File: src/bes_pkg.sv
package bes_pkg;

    // Expression characters
    localparam logic [7:0] CH_TRUE  = 8'h74;  // t
    localparam logic [7:0] CH_FALSE = 8'h66;  // f
    localparam logic [7:0] CH_AND   = 8'h26;  // &
    localparam logic [7:0] CH_OR    = 8'h7C;  // |
    localparam logic [7:0] CH_NOT   = 8'h21;  // !
    localparam logic [7:0] CH_CLOSE = 8'h29;  // )

    // Frame operators
    localparam logic [1:0] OP_AND = 2'd1;
    localparam logic [1:0] OP_OR  = 2'd2;
    localparam logic [1:0] OP_NOT = 2'd3;

    // Command kinds after decode
    localparam logic [1:0] K_NONE = 2'd0;
    localparam logic [1:0] K_LIT  = 2'd1;
    localparam logic [1:0] K_PUSH = 2'd2;
    localparam logic [1:0] K_POP  = 2'd3;

    typedef struct packed {
        logic [1:0] op;
        logic       val;
    } t_frame;

    typedef struct packed {
        logic       valid;
        logic [7:0] ch;
        logic       last;
    } t_cmd;

    typedef struct packed {
        logic       value;
        logic       error;
    } t_result;

    typedef struct packed {
        logic [1:0] kind;
        t_frame     frame;  // operator and start value of a push, literal in val
    } t_dec;

    function automatic t_dec decode(input logic [7:0] ch);
        t_dec d;
        d.kind      = K_NONE;
        d.frame.op  = OP_AND;
        d.frame.val = 1'b0;
        unique case (ch)
            CH_TRUE: begin
                d.kind      = K_LIT;
                d.frame.val = 1'b1;
            end
            CH_FALSE: d.kind = K_LIT;
            CH_AND: begin
                d.kind      = K_PUSH;
                d.frame.op  = OP_AND;
                d.frame.val = 1'b1;
            end
            CH_OR: begin
                d.kind     = K_PUSH;
                d.frame.op = OP_OR;
            end
            CH_NOT: begin
                d.kind     = K_PUSH;
                d.frame.op = OP_NOT;
            end
            CH_CLOSE: d.kind = K_POP;
            default: d.kind = K_NONE;
        endcase
        return d;
    endfunction

    // Combine an operand into a frame's running value
    function automatic logic fold(input logic [1:0] op, input logic acc, input logic v);
        logic r;
        case (op)
            OP_OR:   r = acc | v;
            OP_NOT:  r = ~v;
            default: r = acc & v;
        endcase
        return r;
    endfunction

endpackage

File: src/bes_frame_stack.sv
module bes_frame_stack #(
    parameter int STACK_DEPTH = 32
) (
    input  logic               i_clk,
    input  logic               i_rst_n,
    input  bes_pkg::t_cmd      i_cmd,
    output bes_pkg::t_result   o_result
);

    localparam int DW = $clog2(STACK_DEPTH + 1);
    localparam int AW = (STACK_DEPTH > 1) ? $clog2(STACK_DEPTH) : 1;
    localparam logic [DW-1:0] FULL = DW'(STACK_DEPTH);

    // Frames below the parent live in memory; top and parent are cached,
    // and the frame under the parent is prefetched into r_pre.
    bes_pkg::t_frame mem [STACK_DEPTH];

    logic [DW-1:0]   r_depth, n_depth;
    logic            r_top_value, n_top_value;
    logic            r_have_top, n_have_top;
    logic            r_err, n_err;
    bes_pkg::t_frame r_top, n_top;
    bes_pkg::t_frame r_par, n_par;
    bes_pkg::t_frame r_pre;

    bes_pkg::t_dec   dec;
    logic            do_push;
    logic            do_pop;
    logic [DW-1:0]   wr_idx;
    logic [DW-1:0]   rd_idx;

    assign dec    = bes_pkg::decode(i_cmd.ch);
    assign wr_idx = r_depth - DW'(2);
    assign rd_idx = r_depth - DW'(4);

    // Next state for one character
    always_comb begin
        n_depth     = r_depth;
        n_top_value = r_top_value;
        n_have_top  = r_have_top;
        n_err       = r_err;
        n_top       = r_top;
        n_par       = r_par;
        do_push     = 1'b0;
        do_pop      = 1'b0;
        case (dec.kind)
            bes_pkg::K_LIT: begin
                if (r_depth == '0) begin
                    n_top_value = dec.frame.val;
                    n_have_top  = 1'b1;
                end else begin
                    n_top.val = bes_pkg::fold(r_top.op, r_top.val, dec.frame.val);
                end
            end
            bes_pkg::K_PUSH: begin
                if (r_depth == FULL) begin
                    n_err = 1'b1;
                end else begin
                    do_push = 1'b1;
                    n_top   = dec.frame;
                    n_par   = r_top;
                    n_depth = r_depth + DW'(1);
                end
            end
            bes_pkg::K_POP: begin
                if (r_depth == '0) begin
                    n_err = 1'b1;
                end else if (r_depth == DW'(1)) begin
                    n_top_value = r_top.val;
                    n_have_top  = 1'b1;
                    n_depth     = '0;
                end else begin
                    do_pop    = 1'b1;
                    n_top.op  = r_par.op;
                    n_top.val = bes_pkg::fold(r_par.op, r_par.val, r_top.val);
                    n_par     = r_pre;
                    n_depth   = r_depth - DW'(1);
                end
            end
            default: ;
        endcase
    end

    // Result as seen after this character
    always_comb begin
        o_result.error = n_err | (n_depth != '0) | ~n_have_top;
        o_result.value = n_top_value & ~o_result.error;
    end

    // Control state, cleared after the final character
    always_ff @(posedge i_clk) begin
        if (!i_rst_n) begin
            r_depth     <= '0;
            r_top_value <= 1'b0;
            r_have_top  <= 1'b0;
            r_err       <= 1'b0;
        end else if (i_cmd.valid) begin
            if (i_cmd.last) begin
                r_depth     <= '0;
                r_top_value <= 1'b0;
                r_have_top  <= 1'b0;
                r_err       <= 1'b0;
            end else begin
                r_depth     <= n_depth;
                r_top_value <= n_top_value;
                r_have_top  <= n_have_top;
                r_err       <= n_err;
            end
        end
    end

    // Cached frames
    always_ff @(posedge i_clk) begin
        if (i_cmd.valid) begin
            r_top <= n_top;
            r_par <= n_par;
        end
    end

    // Spill parent on push, refill prefetch on pop
    always_ff @(posedge i_clk) begin
        if (i_cmd.valid && do_push && (r_depth >= DW'(2))) begin
            mem[wr_idx[AW-1:0]] <= r_par;
        end
        if (i_cmd.valid && do_push) begin
            r_pre <= r_par;
        end else if (i_cmd.valid && do_pop) begin
            r_pre <= mem[rd_idx[AW-1:0]];
        end
    end

endmodule

File: src/bool_expr_stream_evaluator.sv
// Prefix boolean expression evaluator. Send one character per request on the
// slave stream (t, f, &, |, !, ')' matter; '(' ',' and all other bytes are
// skipped) and mark the final character with tlast. After the final character
// one result appears on the master stream: tdata bit 0 is the value and tuser
// is the error flag (stack overflow, unmatched ')', unclosed operator or no
// value); the value reads 0 when the error flag is set. Every character
// passes an input register and updates the operator stack, whose top two
// frames sit in registers and the rest in a single-port memory of
// STACK_DEPTH entries, and the result is held in an output register. A
// character is taken every cycle; only a final character waits while an
// earlier result is still held on the master side.
module bool_expr_stream_evaluator #(
    parameter int STACK_DEPTH = 32
) (
    input  logic       i_clk,
    input  logic       i_rst_n,
    input  logic       i_s_axis_tvalid,
    output logic       o_s_axis_tready,
    input  logic [7:0] i_s_axis_tdata,   // [7:0] ch
    input  logic       i_s_axis_tlast,
    output logic       o_m_axis_tvalid,
    input  logic       i_m_axis_tready,
    output logic [7:0] o_m_axis_tdata,   // [0] value, [7:1] zero
    output logic       o_m_axis_tuser    // [0] error
);

    logic              r_in_valid;
    logic [7:0]        r_in_ch;
    logic              r_in_last;
    logic              r_out_valid;
    bes_pkg::t_result  r_out;
    bes_pkg::t_result  result;
    bes_pkg::t_cmd     cmd;
    logic              advance;

    // A final character needs a free result slot
    assign advance = r_in_valid & (~r_in_last | ~r_out_valid | i_m_axis_tready);
    assign o_s_axis_tready = ~r_in_valid | advance;

    assign cmd.valid = advance;
    assign cmd.ch    = r_in_ch;
    assign cmd.last  = r_in_last;

    // Input register
    always_ff @(posedge i_clk) begin
        if (!i_rst_n) begin
            r_in_valid <= 1'b0;
        end else if (o_s_axis_tready) begin
            r_in_valid <= i_s_axis_tvalid;
        end
    end

    always_ff @(posedge i_clk) begin
        if (o_s_axis_tready && i_s_axis_tvalid) begin
            r_in_ch   <= i_s_axis_tdata;
            r_in_last <= i_s_axis_tlast;
        end
    end

    bes_frame_stack #(
        .STACK_DEPTH(STACK_DEPTH)
    ) u_stack (
        .i_clk    (i_clk),
        .i_rst_n  (i_rst_n),
        .i_cmd    (cmd),
        .o_result (result)
    );

    // Result register
    always_ff @(posedge i_clk) begin
        if (!i_rst_n) begin
            r_out_valid <= 1'b0;
        end else if (advance && r_in_last) begin
            r_out_valid <= 1'b1;
        end else if (i_m_axis_tready) begin
            r_out_valid <= 1'b0;
        end
    end

    always_ff @(posedge i_clk) begin
        if (advance && r_in_last) begin
            r_out <= result;
        end
    end

    assign o_m_axis_tvalid = r_out_valid;
    assign o_m_axis_tdata  = {7'd0, r_out.value};
    assign o_m_axis_tuser  = r_out.error;

endmodule

File: config.mk
export PLATFORM = sky130hd
export DESIGN_NAME = bool_expr_stream_evaluator
export DESIGN_NICKNAME = d
export VERILOG_FILES = /design/src/bes_pkg.sv /design/src/bes_frame_stack.sv /design/src/bool_expr_stream_evaluator.sv
export SDC_FILE = /design/constraint.sdc
export NUM_CORES = 1
export LEC_CHECK = 0
export BUFFER_PORTS_ARGS = -buffer_cell sky130_fd_sc_hd__buf_2
export CAP_MARGIN = 20
export CORE_ASPECT_RATIO = 0.5
export CORE_MARGIN = 3
export CORE_UTILIZATION = 40
export CTS_BUF_LIST = sky130_fd_sc_hd__clkbuf_16
export CTS_CLUSTER_SIZE = 14
export DETAILED_ROUTE_END_ITERATION = 7
export GPL_TIMING_DRIVEN = 0
export PLACE_DENSITY = 0.59
export SLEW_MARGIN = 25
export SYNTH_ARGS = -nofsm -noshare
export SYNTH_HDL_FRONTEND = slang
export SYNTH_SLANG_ARGS = --single-unit
File: constraint.sdc
create_clock -name i_clk -period 7.3 [get_ports i_clk]
set_input_delay 0.365 -clock i_clk [delete_from_list [all_inputs] [get_ports i_clk]]
set_output_delay 0.365 -clock i_clk [all_outputs]
set_load 0.03 [all_outputs]
# Word-level counts from Yosys, hierarchy flattened
# Memory sizes are Yosys's and may differ from the RTL's.
# Index checks and enable logic that the tools add are counted.
[totals]
mem_bits_rw = 96
n_memories = 1
regBits = 31
input_bits = 13
[classes]
mux = 45
n_bitwise = 18
eq_ne = 19
n_reduce_logical = 16
add_sub_neg = 4
magnitude_cmp = 1
[memory_table]
columns = ["name", "depth", "width", "rd", "rd_ports_with_merged_regs", "write_ports", "line", "source"]
rows = [
  ["u_stack.mem", 32, 3, 1, 0, 1, "bes_frame_stack.sv:16", "bes_pkg::t_frame mem [STACK_DEPTH];"],
]
[op_table]
columns = ["operator", "n"]
rows = [
  ["8-bit by 6-bit equality test with 1-bit output (second input constant)", 3],
  ["8-bit by 7-bit equality test with 1-bit output (second input constant)", 3],
  ["3-bit two-way mux", 8],
  ["6-bit two-way mux", 4],
  ["1-bit two-way mux", 22],
  ["2-bit equality test (second input constant)", 6],
  ["6-bit one-hot mux with 2 select lines", 1],
  ["1-bit one-hot mux with 2 select lines", 5],
  ["2-bit inequality test (second input constant)", 4],
  ["2-bit one-hot mux with 2 select lines", 2],
  ["1-bit NOT", 7],
  ["1-bit bitwise OR", 7],
  ["6-bit by 1-bit adder with 6-bit output (second input constant)", 1],
  ["6-bit by 1-bit equality test with 1-bit output (second input constant)", 1],
  ["6-bit equality test (second input constant)", 1],
  ["6-bit by 2-bit >= comparator with 1-bit output (second input constant)", 1],
  ["6-bit logical NOT", 1],
  ["2-bit one-hot mux with 3 select lines", 1],
  ["3-bit one-hot mux with 2 select lines", 1],
  ["6-bit AND reduction", 1],
  ["2-bit nonzero test", 3],
  ["6-bit nonzero test", 1],
  ["6-bit by 1-bit subtractor with 6-bit output (second input constant)", 1],
  ["1-bit logical AND", 5],
  ["other kinds (9)", 13],
]

# Longest topological paths before layout
[logic_depth]
ltp_word = 10
ltp_mapped = 11
ltp_nobuf = 9

# Cells and area by module
# A second synthesis with hierarchy kept.
[unflattened]
hier_cells = 405
hier_area_um2 = 5874.4
[modules_own_cells]
columns = ["mod", "seq_area_each_um2", "area_each_um2", "cells_each", "n_inst"]
rows = [
  ["bes_frame_stack", 3333.2, 5370.2, 374, 1],
  ["bool_expr_stream_evaluator", 370.4, 504.2, 31, 1],
]

# Worst setup path after synthesis
# Ideal clock, no wire load.
[synth_path]
kind = "reg2reg"
start = "register u_stack.r_depth[1]"
end = "register r_out (netlist bit o_m_axis_tuser), data pin"
synth_period_minus_slack_ns = 3.249
setup_ns = 0.265
t_arrival_ns = 2.983
n_path_buf = 2
stages_incl_launch_ff = 12
required_time_ns = 7.035
path_slack_ns = 4.051
cell_sequence = "dfxtp_1 -> clkbuf_1 -> clkbuf_1 -> inv_1 -> ha_1 -> a21bo_2 -> nor3_1 -> nor2_1 -> a2bb2oi_1 -> or3_1 -> or3_1 -> or3_1"
[synth_rtl]
columns = ["element", "line", "source"]
rows = [
  ["from (decl)", "bes_frame_stack.sv:18", "logic [DW-1:0] r_depth, n_depth;"],
  ["from (signal assigned)", "bes_frame_stack.sv:104", "r_depth <= n_depth;"],
  ["to (signal assigned)", "bool_expr_stream_evaluator.sv:82", "r_out <= result;"],
  ["to (decl)", "bool_expr_stream_evaluator.sv:31", "bes_pkg::t_result r_out;"],
]

# Final worst setup path
[layout_path]
start = "register u_stack.r_depth[1]"
end = "memory u_stack.mem[14][2] (netlist bit), enable pin"
[layout_between]
elab_chain_cells = 7
elab_cells_between_ends = 9
classes_between = "1 x add/sub; 1 x order compare; 1 x eq/ne; 4 x mux; 2 x reduce/logical"
[layout_lines]
columns = ["element", "line", "source"]
rows = [
  ["6-bit equality test", "bes_frame_stack.sv:56", "if (r_depth == FULL) begin"],
  ["1-bit two-way mux", "bes_frame_stack.sv:56", ""],
  ["1-bit two-way mux", "bes_frame_stack.sv:46", "case (dec.kind)"],
  ["1-bit logical AND (2 in a row)", "bes_frame_stack.sv:122", "if (i_cmd.valid && do_push && (r_depth >= DW'(2))) begin"],
  ["1-bit two-way mux", "bes_frame_stack.sv:122", ""],
  ["1-bit two-way mux (implied by the code)", "bes_frame_stack.sv:123", "mem[wr_idx[AW-1:0]] <= r_par;"],
  ["to (decl)", "bes_frame_stack.sv:16", ""],
]
# Several ways; a longest one is shown, not always the timed one.

==> reports/summary.txt <==
Synthesis Warnings - 0
Rel. slew slack - 52.6%
# diodes - 0
vias per cell - 5.63
share of layout cells above drive strength 1 - 23.5%
Multi-input gate area - 2080 sq um
final net count - 479
vias in the first global route - 3,678
CP max-delay cell - clkbuf_1
setup tns final - 0 ns
DP Area - 6290 sq um
worst clock skew - 0.00984 ns
total power - 0.00167 W
CTS tree - built
WP data required - 7.39 ns
Hold Crit Class - in2reg
Avg WL per Cell - 19.2 um
Min-Delay Startpoint - i_s_axis_tdata[1]
Synth area leaders - edfxtp_1 59%, mux4_2 11%, dfxtp_1 3.7%
maxcap violations - 0
FF+latch area - 3700 sq um
final instance area - 6910 sq um
initial drt markers - 327
Remaining Overflow, GRT - 0
total length of routed wires - 12,700 um
clock sinks - 127
Syn-to-layout area delta - 16.8%
outcome - finished clean
Lkg Pwr - 2.15 nW
Mapped Cells - 412
CTS H-tree depth - 4
first-pass GRT wire length - 20,100 um
antenna violations before repair - 0
Post-synth EDFFs - 116
Cell Rows - 30
R2R cell count - 10
Synth top area share - 58.9%
largest net degree at the start of global routing - 36
CTS Buffer Depth - 2
#FFs+latches synth - 127
CTS Buf Count - 17
min Tclk post-route - 4.36 ns
CP max FO - 10
Setup Viol. Count Final - 0
worst skew pair latency - 0.42 ns
Largest stage delay, worst path - 0.56 ns
Setup crit start - u_stack.r_depth[1]$_SDFFE_PN0P_
Tcrit/Tclk final - 59.7%
startpoint types - flip-flop
top_reg_cell synth - edfxtp_1
ys async rst share - 0%
area leader, netlist - edfxtp_1
CP Class - reg2reg
commonest non-fill, non-tap cell in the layout - edfxtp_1
routability cong. - 0.833
detailed-route via count - 3,722
number of setup buffers added after CTS - 0
num ports - 24
core area - 14,000 sq um
unrepaired setup endpoints after global routing - no
First-pass DRT Iterations - 5
fin cells - 661
Post-CTS Resized - 0
Synth cell types - 61
Inst Count DP - 628
worst r2r src - u_stack.r_depth[1]$_SDFFE_PN0P_
ANT nets after route - 0
Total GRT Usage - 16.3%
Power Density - 242 nW/um^2
clock slew at reported path FFs - 0.06 ns
cts hold-fix bufs - 0
register area share after synthesis - 62.6%
crit path cell chain - clkbuf_1 > clkbuf_1 > inv_1 > ha_1 > and4b_1 > a21oi_1 > nand2_1 > a21oi_1 > nand2_1 > nor2_1
Final Hold Vio Count - 0
Syn Area/Cell - 14.4 sq um
Mapped Area - 5910 sq um
FILL cells - 1,186
worst slew pin tran - 0.711 ns
most frequent cells in the layout - 116 x edfxtp_1, 50 x nor2_1, 33 x nand2_1
Max Freq - 0.229 GHz
initial core utilization - 42.2%
Detail Placement HPWL - 8500 um
maximum vdd drop - 0.136 mV
fin. max-slew vios - 0
clk root buf - clkbuf_16
worst hold path stage count - 1
DRC - 0
Die Span Y - 92.0 um
arrival time worst endpoint - 4.46 ns
Die X - 178 um
crit end category - flip-flop
die area - 16,400 sq um
Port Buf Inserts - 16
[through the flow]
stage	hold WS, ns	setup slack, ns	utilization [%]
floorplan	0.459	4.05	-
global placement	0.485	2.93	44.7
detailed placement	0.511	2.94	44.9
CTS	0.112	2.92	49.2
global route	0.108	2.54	49.3
finish	0.127	2.94	49.3
[Yosys cell counts, types with 3 or more instances]
library cell / instances
nand3_1: 14
o21ai_0: 12
a21oi_1: 14
edfxtp_1: 116
a31oi_1: 4
nor4_1: 3
or3_1: 4
nor2_1: 50
dfxtp_1: 11
nor3_1: 4
a21o_1: 3
clkbuf_1: 7
inv_1: 10
mux2i_1: 3
nor2b_1: 8
buf_2: 4
buf_4: 8
nand2_1: 33
ha_1: 10
mux4_2: 30
a22oi_1: 8
xor2_1: 4
and2_1: 3
a211oi_1: 4
[metal layers]
metal	track usage, %	vias up	part of all wire, %
met2	25.7	166	47
met4	6.07	0	2.3
li1	-	1682	-
met1	21.6	1842	44
met5	0	-	0
met3	4.26	32	7.3
[sequential cells by signal, summed over array words and instances, names as in the netlist, 3 cells and up]
signal,count
u_stack.mem,96
r_in_ch,8
u_stack.r_depth,6
u_stack.r_par,3
u_stack.r_pre,3
u_stack.r_top,3
[final cells by class]
type | count | share of cell area, %
clock buffers | 17 | 6.16
plain buffers | 21 | 1.78
inverters | 10 | 0.543
well taps | 192 | 3.48
flip-flops and latches | 127 | 53.6
clock inverters | 15 | 2.50
repair buffers | 19 | 1.81
multi-input cells | 260 | 30.1
[worst max-delay path: cells and delay by family, from the launching register on]
kind	cells	cell delay, ns
adders and majority gates	1	0.33
buffers and inverters	3	1.35
DFF	1	0.38
and+or+nand+nor	4	1.27
AOI/OAI and AO/OA	2	0.71
[cells by family after synthesis]
group | Yosys count | share of synthesized area, %
AO/OA/AOI/OAI | 64 | 7.74
XOR/XNOR | 6 | 0.889
adder cells (fa/ha/maj) | 10 | 2.12
buffers and inverters | 31 | 2.69
flip-flops | 127 | 62.6
multiplexers | 33 | 11.9
other | 1 | 0.0634
AND/OR/NAND/NOR | 140 | 11.9
[worst paths after layout]
kind / end / slack (ns)
setup / recovery: u_stack.mem[14][2]$_DFFE_PP_ / 2.94
hold / removal: r_in_ch[1]$_DFFE_PP_ / 0.13
setup reg to reg: u_stack.mem[14][2]$_DFFE_PP_ / 2.94
hold reg to reg: u_stack.r_have_top$_SDFFE_PN0P_ / 0.52
[power breakdown]
part           switching (W)  leakage [nW]   total, W  internal [W]
Combinational      0.0000180         0.833  0.0000298     0.0000118
Sequential        0.00000384          1.03   0.000791      0.000787
Clock               0.000338         0.285   0.000851      0.000513
Power figures use the tool's default switching activity.
